**src/design/sab_pkg.sv**
```systemverilog
`timescale 1ns / 1ps
// ----------------------------------------------------------------------------
// Sprite alpha blend package
// Register indexes, configuration port widths and the stage enable bundle.
// ----------------------------------------------------------------------------
package sab_pkg;

	localparam int CFG_IDX_W  = 3;
	localparam int CFG_DATA_W = 13;

	localparam logic [CFG_IDX_W-1:0] REG_OFFSET_X     = 3'd0;
	localparam logic [CFG_IDX_W-1:0] REG_OFFSET_Y     = 3'd1;
	localparam logic [CFG_IDX_W-1:0] REG_FRAME_WIDTH  = 3'd2;
	localparam logic [CFG_IDX_W-1:0] REG_FRAME_HEIGHT = 3'd3;
	localparam logic [CFG_IDX_W-1:0] REG_SPRITE_WIDTH = 3'd4;
	localparam logic [CFG_IDX_W-1:0] REG_MIRROR       = 3'd5;
	localparam logic [CFG_IDX_W-1:0] REG_ALPHA_SCALE  = 3'd6;

	typedef struct packed {
		logic s1;
		logic s2;
		logic s3;
	} sab_stage_en_t;

endpackage

```
**src/design/sab_in_if.sv**
```systemverilog
`timescale 1ns / 1ps
// ----------------------------------------------------------------------------
// Sprite alpha blend input channel
// One sprite pixel, its background pixel and its place in the sprite.
// ----------------------------------------------------------------------------
interface sab_in_if;
	logic        valid;
	logic        ready;
	logic [31:0] src_pixel;
	logic [23:0] dst_pixel;
	logic [11:0] col;
	logic [11:0] row;

	modport source (output valid, output src_pixel, output dst_pixel, output col,
		output row, input ready);
	modport sink (input valid, input src_pixel, input dst_pixel, input col,
		input row, output ready);
endinterface

```
**src/design/sab_out_if.sv**
```systemverilog
`timescale 1ns / 1ps
// ----------------------------------------------------------------------------
// Sprite alpha blend result channel
// Frame write address, blended pixel and write enable.
// ----------------------------------------------------------------------------
interface sab_out_if;
	logic        valid;
	logic        ready;
	logic [23:0] address;
	logic [23:0] pixel_out;
	logic        write_enable;

	modport source (output valid, output address, output pixel_out,
		output write_enable, input ready);
	modport sink (input valid, input address, input pixel_out,
		input write_enable, output ready);
endinterface

```
**src/design/sab_cfg_if.sv**
```systemverilog
`timescale 1ns / 1ps
// ----------------------------------------------------------------------------
// Sprite alpha blend configuration channel
// Register write transfers: register index and write data.
// ----------------------------------------------------------------------------
interface sab_cfg_if;
	import sab_pkg::*;
	logic                  valid;
	logic                  ready;
	logic [CFG_IDX_W-1:0]  index;
	logic [CFG_DATA_W-1:0] data;

	modport source (output valid, output index, output data, input ready);
	modport sink (input valid, input index, input data, output ready);
endinterface

```
**src/design/sab_blend.sv**
```systemverilog
`timescale 1ns / 1ps
// ----------------------------------------------------------------------------
// Sprite alpha blend colour pipeline
// Three stages: alpha fade product, channel products, divide by 255 and sum.
// ----------------------------------------------------------------------------
module sab_blend
	import sab_pkg::*;
(
	input  logic          clk,
	input  sab_stage_en_t en,
	input  logic [31:0]   src_pixel,
	input  logic [23:0]   dst_pixel,
	input  logic [8:0]    alpha_scale,
	output logic [23:0]   pixel_out
);

	function automatic logic [7:0] div255(input logic [15:0] x);
		logic [16:0] t;
		t = {1'b0, x} + {9'b0, x[15:8]} + 17'd1;
		return t[15:8];
	endfunction

	logic [16:0] alpha_prod_s1;
	logic [23:0] src_rgb_s1;
	logic [23:0] dst_rgb_s1;
	logic [7:0]  alpha;
	logic [15:0] src_prod_s2 [3];
	logic [15:0] dst_prod_s2 [3];

	assign alpha = alpha_prod_s1[16] ? 8'd255 : alpha_prod_s1[15:8];

	always_ff @(posedge clk) begin
		if (en.s1) begin
			alpha_prod_s1 <= 17'(src_pixel[31:24] * alpha_scale);
			src_rgb_s1    <= src_pixel[23:0];
			dst_rgb_s1    <= dst_pixel;
		end
	end

	always_ff @(posedge clk) begin
		if (en.s2) begin
			for (int k = 0; k < 3; k++) begin
				src_prod_s2[k] <= 16'(src_rgb_s1[8*k +: 8] * alpha);
				dst_prod_s2[k] <= 16'(dst_rgb_s1[8*k +: 8] * (8'd255 - alpha));
			end
		end
	end

	always_ff @(posedge clk) begin
		if (en.s3) begin
			for (int k = 0; k < 3; k++) begin
				pixel_out[8*k +: 8] <= div255(src_prod_s2[k]) + div255(dst_prod_s2[k]);
			end
		end
	end

endmodule

```
**src/design/sprite_alpha_blend.sv**
```systemverilog
`timescale 1ns / 1ps
// ----------------------------------------------------------------------------
// Sprite alpha blend
// Composites ARGB sprite pixels over RGB frame pixels and gives write addresses.
// ----------------------------------------------------------------------------
// The block takes one pixel in every clock while its output is not stalled, and
// gives its result through a three-stage pipeline (alpha fade, channel
// and address multipliers, divide by 255 with the address add); a stalled
// output holds only the stages that carry a pixel, so bubbles inside the
// pipeline are filled from behind while nothing is lost or repeated.
// Configuration writes are taken at any time but must only be made while the
// pipeline is empty.
module sprite_alpha_blend
	import sab_pkg::*;
#(
	parameter int MAX_DIM = 4096
) (
	input  logic     clk,
	input  logic     arst_n,
	sab_in_if.sink   pixel_in,
	sab_out_if.source pixel_res,
	sab_cfg_if.sink  cfg
);

	localparam int          DIM_CAP   = (MAX_DIM > 8191) ? 8191 : MAX_DIM;
	localparam logic [12:0] DIM_CAP_V = 13'(DIM_CAP);

	logic [11:0] offset_x_q;
	logic [11:0] offset_y_q;
	logic [12:0] frame_width_q;
	logic [12:0] frame_height_q;
	logic [12:0] sprite_width_q;
	logic        mirror_q;
	logic [8:0]  alpha_scale_q;

	logic [12:0] fw_c;
	logic [12:0] fh_c;
	logic [12:0] sw_c;

	sab_stage_en_t en;
	logic v_s1, v_s2, v_s3;

	logic [23:0] col_sel;
	logic [23:0] tx_s1;
	logic [12:0] ty_s1;
	logic        col_ok_s1;
	logic [25:0] addr_prod_s2;
	logic [23:0] tx_s2;
	logic        inside_s2;
	logic [23:0] address_s3;
	logic        we_s3;

	assign cfg.ready = 1'b1;

	always_ff @(posedge clk or negedge arst_n) begin
		if (!arst_n) begin
			offset_x_q     <= 12'd0;
			offset_y_q     <= 12'd0;
			frame_width_q  <= 13'd640;
			frame_height_q <= 13'd480;
			sprite_width_q <= 13'd64;
			mirror_q       <= 1'b0;
			alpha_scale_q  <= 9'd256;
		end else if (cfg.valid) begin
			unique case (cfg.index)
				REG_OFFSET_X:     offset_x_q     <= cfg.data[11:0];
				REG_OFFSET_Y:     offset_y_q     <= cfg.data[11:0];
				REG_FRAME_WIDTH:  frame_width_q  <= cfg.data[12:0];
				REG_FRAME_HEIGHT: frame_height_q <= cfg.data[12:0];
				REG_SPRITE_WIDTH: sprite_width_q <= cfg.data[12:0];
				REG_MIRROR:       mirror_q       <= cfg.data[0];
				REG_ALPHA_SCALE:  alpha_scale_q  <= cfg.data[8:0];
				default: begin
				end
			endcase
		end
	end

	assign fw_c = (frame_width_q  > DIM_CAP_V) ? DIM_CAP_V : frame_width_q;
	assign fh_c = (frame_height_q > DIM_CAP_V) ? DIM_CAP_V : frame_height_q;
	assign sw_c = (sprite_width_q > DIM_CAP_V) ? DIM_CAP_V : sprite_width_q;

	assign en.s3 = !v_s3 || pixel_res.ready;
	assign en.s2 = !v_s2 || en.s3;
	assign en.s1 = !v_s1 || en.s2;
	assign pixel_in.ready = en.s1;

	always_ff @(posedge clk or negedge arst_n) begin
		if (!arst_n) begin
			v_s1 <= 1'b0;
			v_s2 <= 1'b0;
			v_s3 <= 1'b0;
		end else begin
			if (en.s1) begin
				v_s1 <= pixel_in.valid;
			end
			if (en.s2) begin
				v_s2 <= v_s1;
			end
			if (en.s3) begin
				v_s3 <= v_s2;
			end
		end
	end

	// A mirrored column past the sprite edge wraps; col_ok_s1 clears its write enable.
	assign col_sel = mirror_q ? (24'(sw_c) - 24'd1 - 24'(pixel_in.col))
	                          : 24'(pixel_in.col);

	always_ff @(posedge clk) begin
		if (en.s1) begin
			tx_s1     <= 24'(offset_x_q) + col_sel;
			ty_s1     <= 13'(offset_y_q) + 13'(pixel_in.row);
			col_ok_s1 <= !mirror_q || ({1'b0, pixel_in.col} < sw_c);
		end
		if (en.s2) begin
			addr_prod_s2 <= 26'(ty_s1 * fw_c);
			tx_s2        <= tx_s1;
			inside_s2    <= col_ok_s1 && (tx_s1 < 24'(fw_c)) && (ty_s1 < fh_c);
		end
		if (en.s3) begin
			address_s3 <= addr_prod_s2[23:0] + tx_s2;
			we_s3      <= inside_s2;
		end
	end

	sab_blend u_blend (
		.clk         (clk),
		.en          (en),
		.src_pixel   (pixel_in.src_pixel),
		.dst_pixel   (pixel_in.dst_pixel),
		.alpha_scale (alpha_scale_q),
		.pixel_out   (pixel_res.pixel_out)
	);

	assign pixel_res.valid        = v_s3;
	assign pixel_res.address      = address_s3;
	assign pixel_res.write_enable = we_s3;

endmodule

```
**src/flat_wrapper.sv**
```systemverilog
// flat-port wrapper written by rule: the top's interface ports become plain ports
module sprite_alpha_blend_flat import sab_pkg::*;
#(
	parameter int MAX_DIM = 4096
)
  (clk, arst_n, pixel_in_valid, pixel_in_src_pixel, pixel_in_dst_pixel, pixel_in_col, pixel_in_row, pixel_in_ready, pixel_res_valid, pixel_res_address, pixel_res_pixel_out, pixel_res_write_enable, pixel_res_ready, cfg_valid, cfg_index, cfg_data, cfg_ready);
  sab_in_if pixel_in_i ();
  sab_out_if pixel_res_i ();
  sab_cfg_if cfg_i ();
  input  logic clk;
  input  logic arst_n;
  input wire logic [$bits(pixel_in_i.valid)-1:0] pixel_in_valid;
  input wire logic [$bits(pixel_in_i.src_pixel)-1:0] pixel_in_src_pixel;
  input wire logic [$bits(pixel_in_i.dst_pixel)-1:0] pixel_in_dst_pixel;
  input wire logic [$bits(pixel_in_i.col)-1:0] pixel_in_col;
  input wire logic [$bits(pixel_in_i.row)-1:0] pixel_in_row;
  output wire logic [$bits(pixel_in_i.ready)-1:0] pixel_in_ready;
  output wire logic [$bits(pixel_res_i.valid)-1:0] pixel_res_valid;
  output wire logic [$bits(pixel_res_i.address)-1:0] pixel_res_address;
  output wire logic [$bits(pixel_res_i.pixel_out)-1:0] pixel_res_pixel_out;
  output wire logic [$bits(pixel_res_i.write_enable)-1:0] pixel_res_write_enable;
  input wire logic [$bits(pixel_res_i.ready)-1:0] pixel_res_ready;
  input wire logic [$bits(cfg_i.valid)-1:0] cfg_valid;
  input wire logic [$bits(cfg_i.index)-1:0] cfg_index;
  input wire logic [$bits(cfg_i.data)-1:0] cfg_data;
  output wire logic [$bits(cfg_i.ready)-1:0] cfg_ready;
  assign pixel_in_i.valid = pixel_in_valid;
  assign pixel_in_i.src_pixel = pixel_in_src_pixel;
  assign pixel_in_i.dst_pixel = pixel_in_dst_pixel;
  assign pixel_in_i.col = pixel_in_col;
  assign pixel_in_i.row = pixel_in_row;
  assign pixel_in_ready = pixel_in_i.ready;
  assign pixel_res_valid = pixel_res_i.valid;
  assign pixel_res_address = pixel_res_i.address;
  assign pixel_res_pixel_out = pixel_res_i.pixel_out;
  assign pixel_res_write_enable = pixel_res_i.write_enable;
  assign pixel_res_i.ready = pixel_res_ready;
  assign cfg_i.valid = cfg_valid;
  assign cfg_i.index = cfg_index;
  assign cfg_i.data = cfg_data;
  assign cfg_ready = cfg_i.ready;
  sprite_alpha_blend #(.MAX_DIM(MAX_DIM)) u_core (.clk(clk), .arst_n(arst_n), .pixel_in(pixel_in_i), .pixel_res(pixel_res_i), .cfg(cfg_i));
endmodule
```
**config.mk**
```make
export PLATFORM = sky130hd
export DESIGN_NAME = sprite_alpha_blend_flat
export DESIGN_NICKNAME = d
export VERILOG_FILES = /design/src/design/sab_pkg.sv /design/src/design/sab_in_if.sv /design/src/design/sab_out_if.sv /design/src/design/sab_cfg_if.sv /design/src/design/sab_blend.sv /design/src/design/sprite_alpha_blend.sv /design/src/flat_wrapper.sv
export SDC_FILE = /design/constraint.sdc
export NUM_CORES = 2
export LEC_CHECK = 0
export BUFFER_PORTS_ARGS = -buffer_cell sky130_fd_sc_hd__buf_2
export CORE_MARGIN = 4
export CORE_UTILIZATION = 65
export DETAILED_ROUTE_END_ITERATION = 6
export MAX_ROUTING_LAYER = met4
export PLACE_DENSITY_LB_ADDON = 0.3
export SLEW_MARGIN = 20
export SYNTH_ARGS = -nofsm -noshare
export SYNTH_HDL_FRONTEND = slang
export SYNTH_SLANG_ARGS = --single-unit
```
**constraint.sdc**
```tcl
create_clock -name clk -period 9.7 [get_ports clk]
set_clock_uncertainty 0.15 [all_clocks]
set_input_delay 1.455 -clock clk [delete_from_list [all_inputs] [get_ports clk]]
set_output_delay 1.455 -clock clk [all_outputs]
set_load 0.005 [all_outputs]
```
==> impl_metrics.py <==
metrics = {
    "timing": {
        "finalSetupViolCount": 0,
        "finalHoldViolations": 0,
        "min_period_ns": 6.91,
        "clock.fmax_mhz": 145,
        "slew_viol_final": 0,
        "relSlewSlack_pct": 30.4,
        "min_period_over_period_pct": 71.3,
        "worstMarginPinSlew_ns": 1.04,
        "worst_hold_slack_ns": 0.273,
        "setup_slack_ns": 2.79,
        "setup_tns_ns": 0,
        "rsz0062_at_grt": "no",
    },
    "critical_path": {
        "critPathRequiredTime_ns": 9.84,
        "endpoint_kind": "flip-flop",
        "start_kind": "flip-flop",
        "slowest_stage": "nor2b_1",
        "worstPathArrival_ns": 7.06,
        "ff2ff_path_depth": 22,
        "critical-path-top-delay-family": "adder cells",
        "slowest_delay_ns": 0.84,
        "worstSetupPathType": "flip-flop to flip-flop",
        "cp_max_fo": 25,
        "timing.rr.end": "u_core.addr_prod_s2[23]",
        "crit_buf_inv": 5,
        "worstReg2RegStart": "u_core.frame_width_q[12]",
        "reg2reg_slack_ns": 2.79,
        "crit_start": "u_core.frame_width_q[12]",
        "crit_chain": "nor2b_1 > nand2_1 > fa_1 > inv_1 > fa_1 > inv_1 > fa_1 > inv_1 > fa_1 > inv_1 > fa_1 > inv_1 > ha_1 > a21o_1 > a21oi_1 > o31ai_1 > a221oi_1 > a21oi_1 > nand4_1 > nand4b_1 > a21oi_1 > xnor2_1",
    },
    "layout": {
        "multiInputGateArea_um2": 24400,
        "fin_nets": 4722,
        "drive_gt1_share_pct": 8.97,
        "area.sequential_um2": 10600,
        "nFillCells": 4121,
        "area_delta_synth_final_pct": 7.71,
    },
    "floorplan": {
        "pin_count": 153,
        "fp.dieH_um": 248,
        "die_w_um": 248,
        "die_area_um2": 61600,
        "core-area_um2": 56700,
        "start_util_pct": 66.1,
        "rows": 87,
    },
    "drt": {
        "drt-pass1-iter-count": 5,
        "drtIter0Drc": 1487,
        "wirelength_um": 81600,
        "post_drt_wl_per_cell_um": 17.9,
        "via_count": 26000,
        "drc": 0,
        "post_drt_via_cell_ratio": 5.72,
        "final_antenna_net_count": 0,
    },
    "hold_path": {
        "hold_depth": 0,
        "hp-class": "flip-flop to flip-flop",
        "hold_path_startpoint": "u_core.inside_s2",
        "hold-path-endpoint": "u_core.pixel_res.write_enable",
    },
    "clock_network": {
        "cts_setup_buffers": 0,
        "holdBufCountCts": 0,
        "clk_latency_ns": 0.56,
        "clockRootBuffer": "clkbuf_16",
        "cts_sinks": 365,
        "cts_resized": 0,
        "numCtsBuffers": 40,
        "clk_pin_slew_ns": 0.06,
        "h-tree-depth": 2,
        "cts_tree": "yes",
        "clk_path_buf_depth": 3,
    },
    "placed_design": {
        "gp_congestion": 0.960,
        "dpl_worst_slack_ns": 2.87,
        "dp_hpwl_um": 62300,
        "portBuffers": 151,
    },
    "global_routing": {
        "grt-ovfl-total": 0,
        "antenna_found_initial": 3,
        "track_usage_pct": 28.3,
        "grt_pass1_vias": 27300,
        "grt_max_degree": 77,
        "grt_pass1_wl_um": 136000,
    },
    "synth": {
        "synth_nets": 4593,
        "yosysWarnings": 0,
        "synth-async-reset-ratio_pct": 20.8,
        "synth_edf_count": 289,
        "yosys_most_used_dff": "edfxtp_1",
        "synth-seq-area-share_pct": 28.2,
        "netlist_area_um2": 37500,
        "synth_cells": 3633,
        "yosys_register_bits": 365,
        "postSynthAreaPerCell_um2": 10.3,
        "synth.distinct_cells": 81,
    },
    "run": {
        "max_cap_viol_count": 0,
    },
    "outcome": {
        "status": "finished clean",
    },
}
-- metrics by stage --
stage	utilization [%]	cell area, um^2	std cells
after global routing	71.2	40400	4549
final	71.2	40400	4549
after global placement	68.8	39000	4476
after floorplan	-	37500	3633
after CTS	71.2	40400	4547
after detailed placement	68.8	39000	4476
-- routing by layer --
metal,global-route usage [%],vias up,wire (um),share of wire [%]
li1,-,12200,-,-
met5,-,-,0,0
met4,8.53,0,2580,3.2
met3,3.82,137,4400,5.4
met1,34.8,13000,33300,41
met2,49.2,698,41300,51
-- sequential cells by signal (all words and copies together), names as in the netlist, 24 cells and up --
name / cells
u_core.addr_prod_s2: 24
u_core.u_blend.src_rgb_s1: 24
u_core.u_blend.dst_rgb_s1: 24
u_core.tx_s1: 24
u_core.u_blend.dst_prod_s2: 48
u_core.pixel_res.address: 24
u_core.u_blend.src_prod_s2: 48
u_core.u_blend.pixel_out: 24
u_core.tx_s2: 24
-- kinds of logic (layout without fill, tap and decap cells) --
family,count (synthesis),after routing,share of synthesized area (%)
buf+inv,672,830,6.78
flops,365,365,28.2
mux,73,73,2.19
compound gates,402,402,7.24
other cells,1,3,0.0100
simple gates,1051,1051,14.3
xor+xnor,210,210,4.91
fa+ha+maj,859,859,36.4
-- synthesized netlist by cell type (7+ instances only) --
cell	n	area [um^2]
nor2b_1	35	219
a21boi_0	14	105
a31oi_1	8	50.1
o2111ai_1	7	61.3
xor2_1	53	464
o21a_1	48	360
clkbuf_1	75	282
o21ai_0	72	360
edfxtp_1	289	8680
nand2b_1	35	219
a211oi_1	8	60.1
xnor2_1	157	1380
a21o_1	42	315
inv_1	589	2210
and3_1	11	68.8
nor3_1	37	185
and2_1	342	2140
a221oi_1	8	70.1
dfstp_2	8	210
nor2_1	119	447
ha_1	474	5930
fa_1	385	7710
o41a_1	8	90.1
o21bai_1	16	120
nand3_1	30	150
nand2_1	373	1400
a21oi_1	111	556
nand4_1	17	106
mux2_2	71	800
dfrtp_1	68	1700
-- cells in the final DEF, fill, tap and decap left out, drive strengths merged, types with 7 or more instances in the layout --
master     n
a31oi      8
clkbuf    50
nor2     120
nand2b    35
or2       12
nor2b     35
o21bai    16
fa       385
buf      170
ha       474
xnor2    157
a21o      43
nor3      38
a21oi    111
mux2      71
nor4       7
o21ai     75
nand3     31
xor2      53
a21boi    14
clkinv    11
o2111ai    7
a221oi     8
dfstp      8
or3        7
a2111oi    8
dfrtp     68
o21a      48
nand2    374
nand4     17
edfxtp   289
a41o       7
o41a       8
a211oi     8
and3      12
and2     342
inv      591
-- worst max path at each step --
stage / depth (start not counted) / slack (ns) / end
detailed placement: 22 / 2.87 / u_core.addr_prod_s2[23]
global route: 22 / 2.41 / u_core.addr_prod_s2[23]
CTS: 22 / 2.82 / u_core.addr_prod_s2[23]
floorplan: 1 / 3.27 / u_core.addr_prod_s2[0]
global placement: 22 / 3.09 / u_core.addr_prod_s2[23]
finish: 22 / 2.79 / u_core.addr_prod_s2[23]
-- cell type report --
type,instances,share of cell area [%]
clock buffer,50,2.70
inverter,589,5.47
tap,756,2.34
sequential,365,26.2
antenna,2,0.0124
clock inverter,21,0.657
multi-input combinational,2596,60.4
timing repair buffer,170,2.23
Power is not shown: default switching activity piles up to over one toggle a cycle in this logic, so the estimate is an artifact.
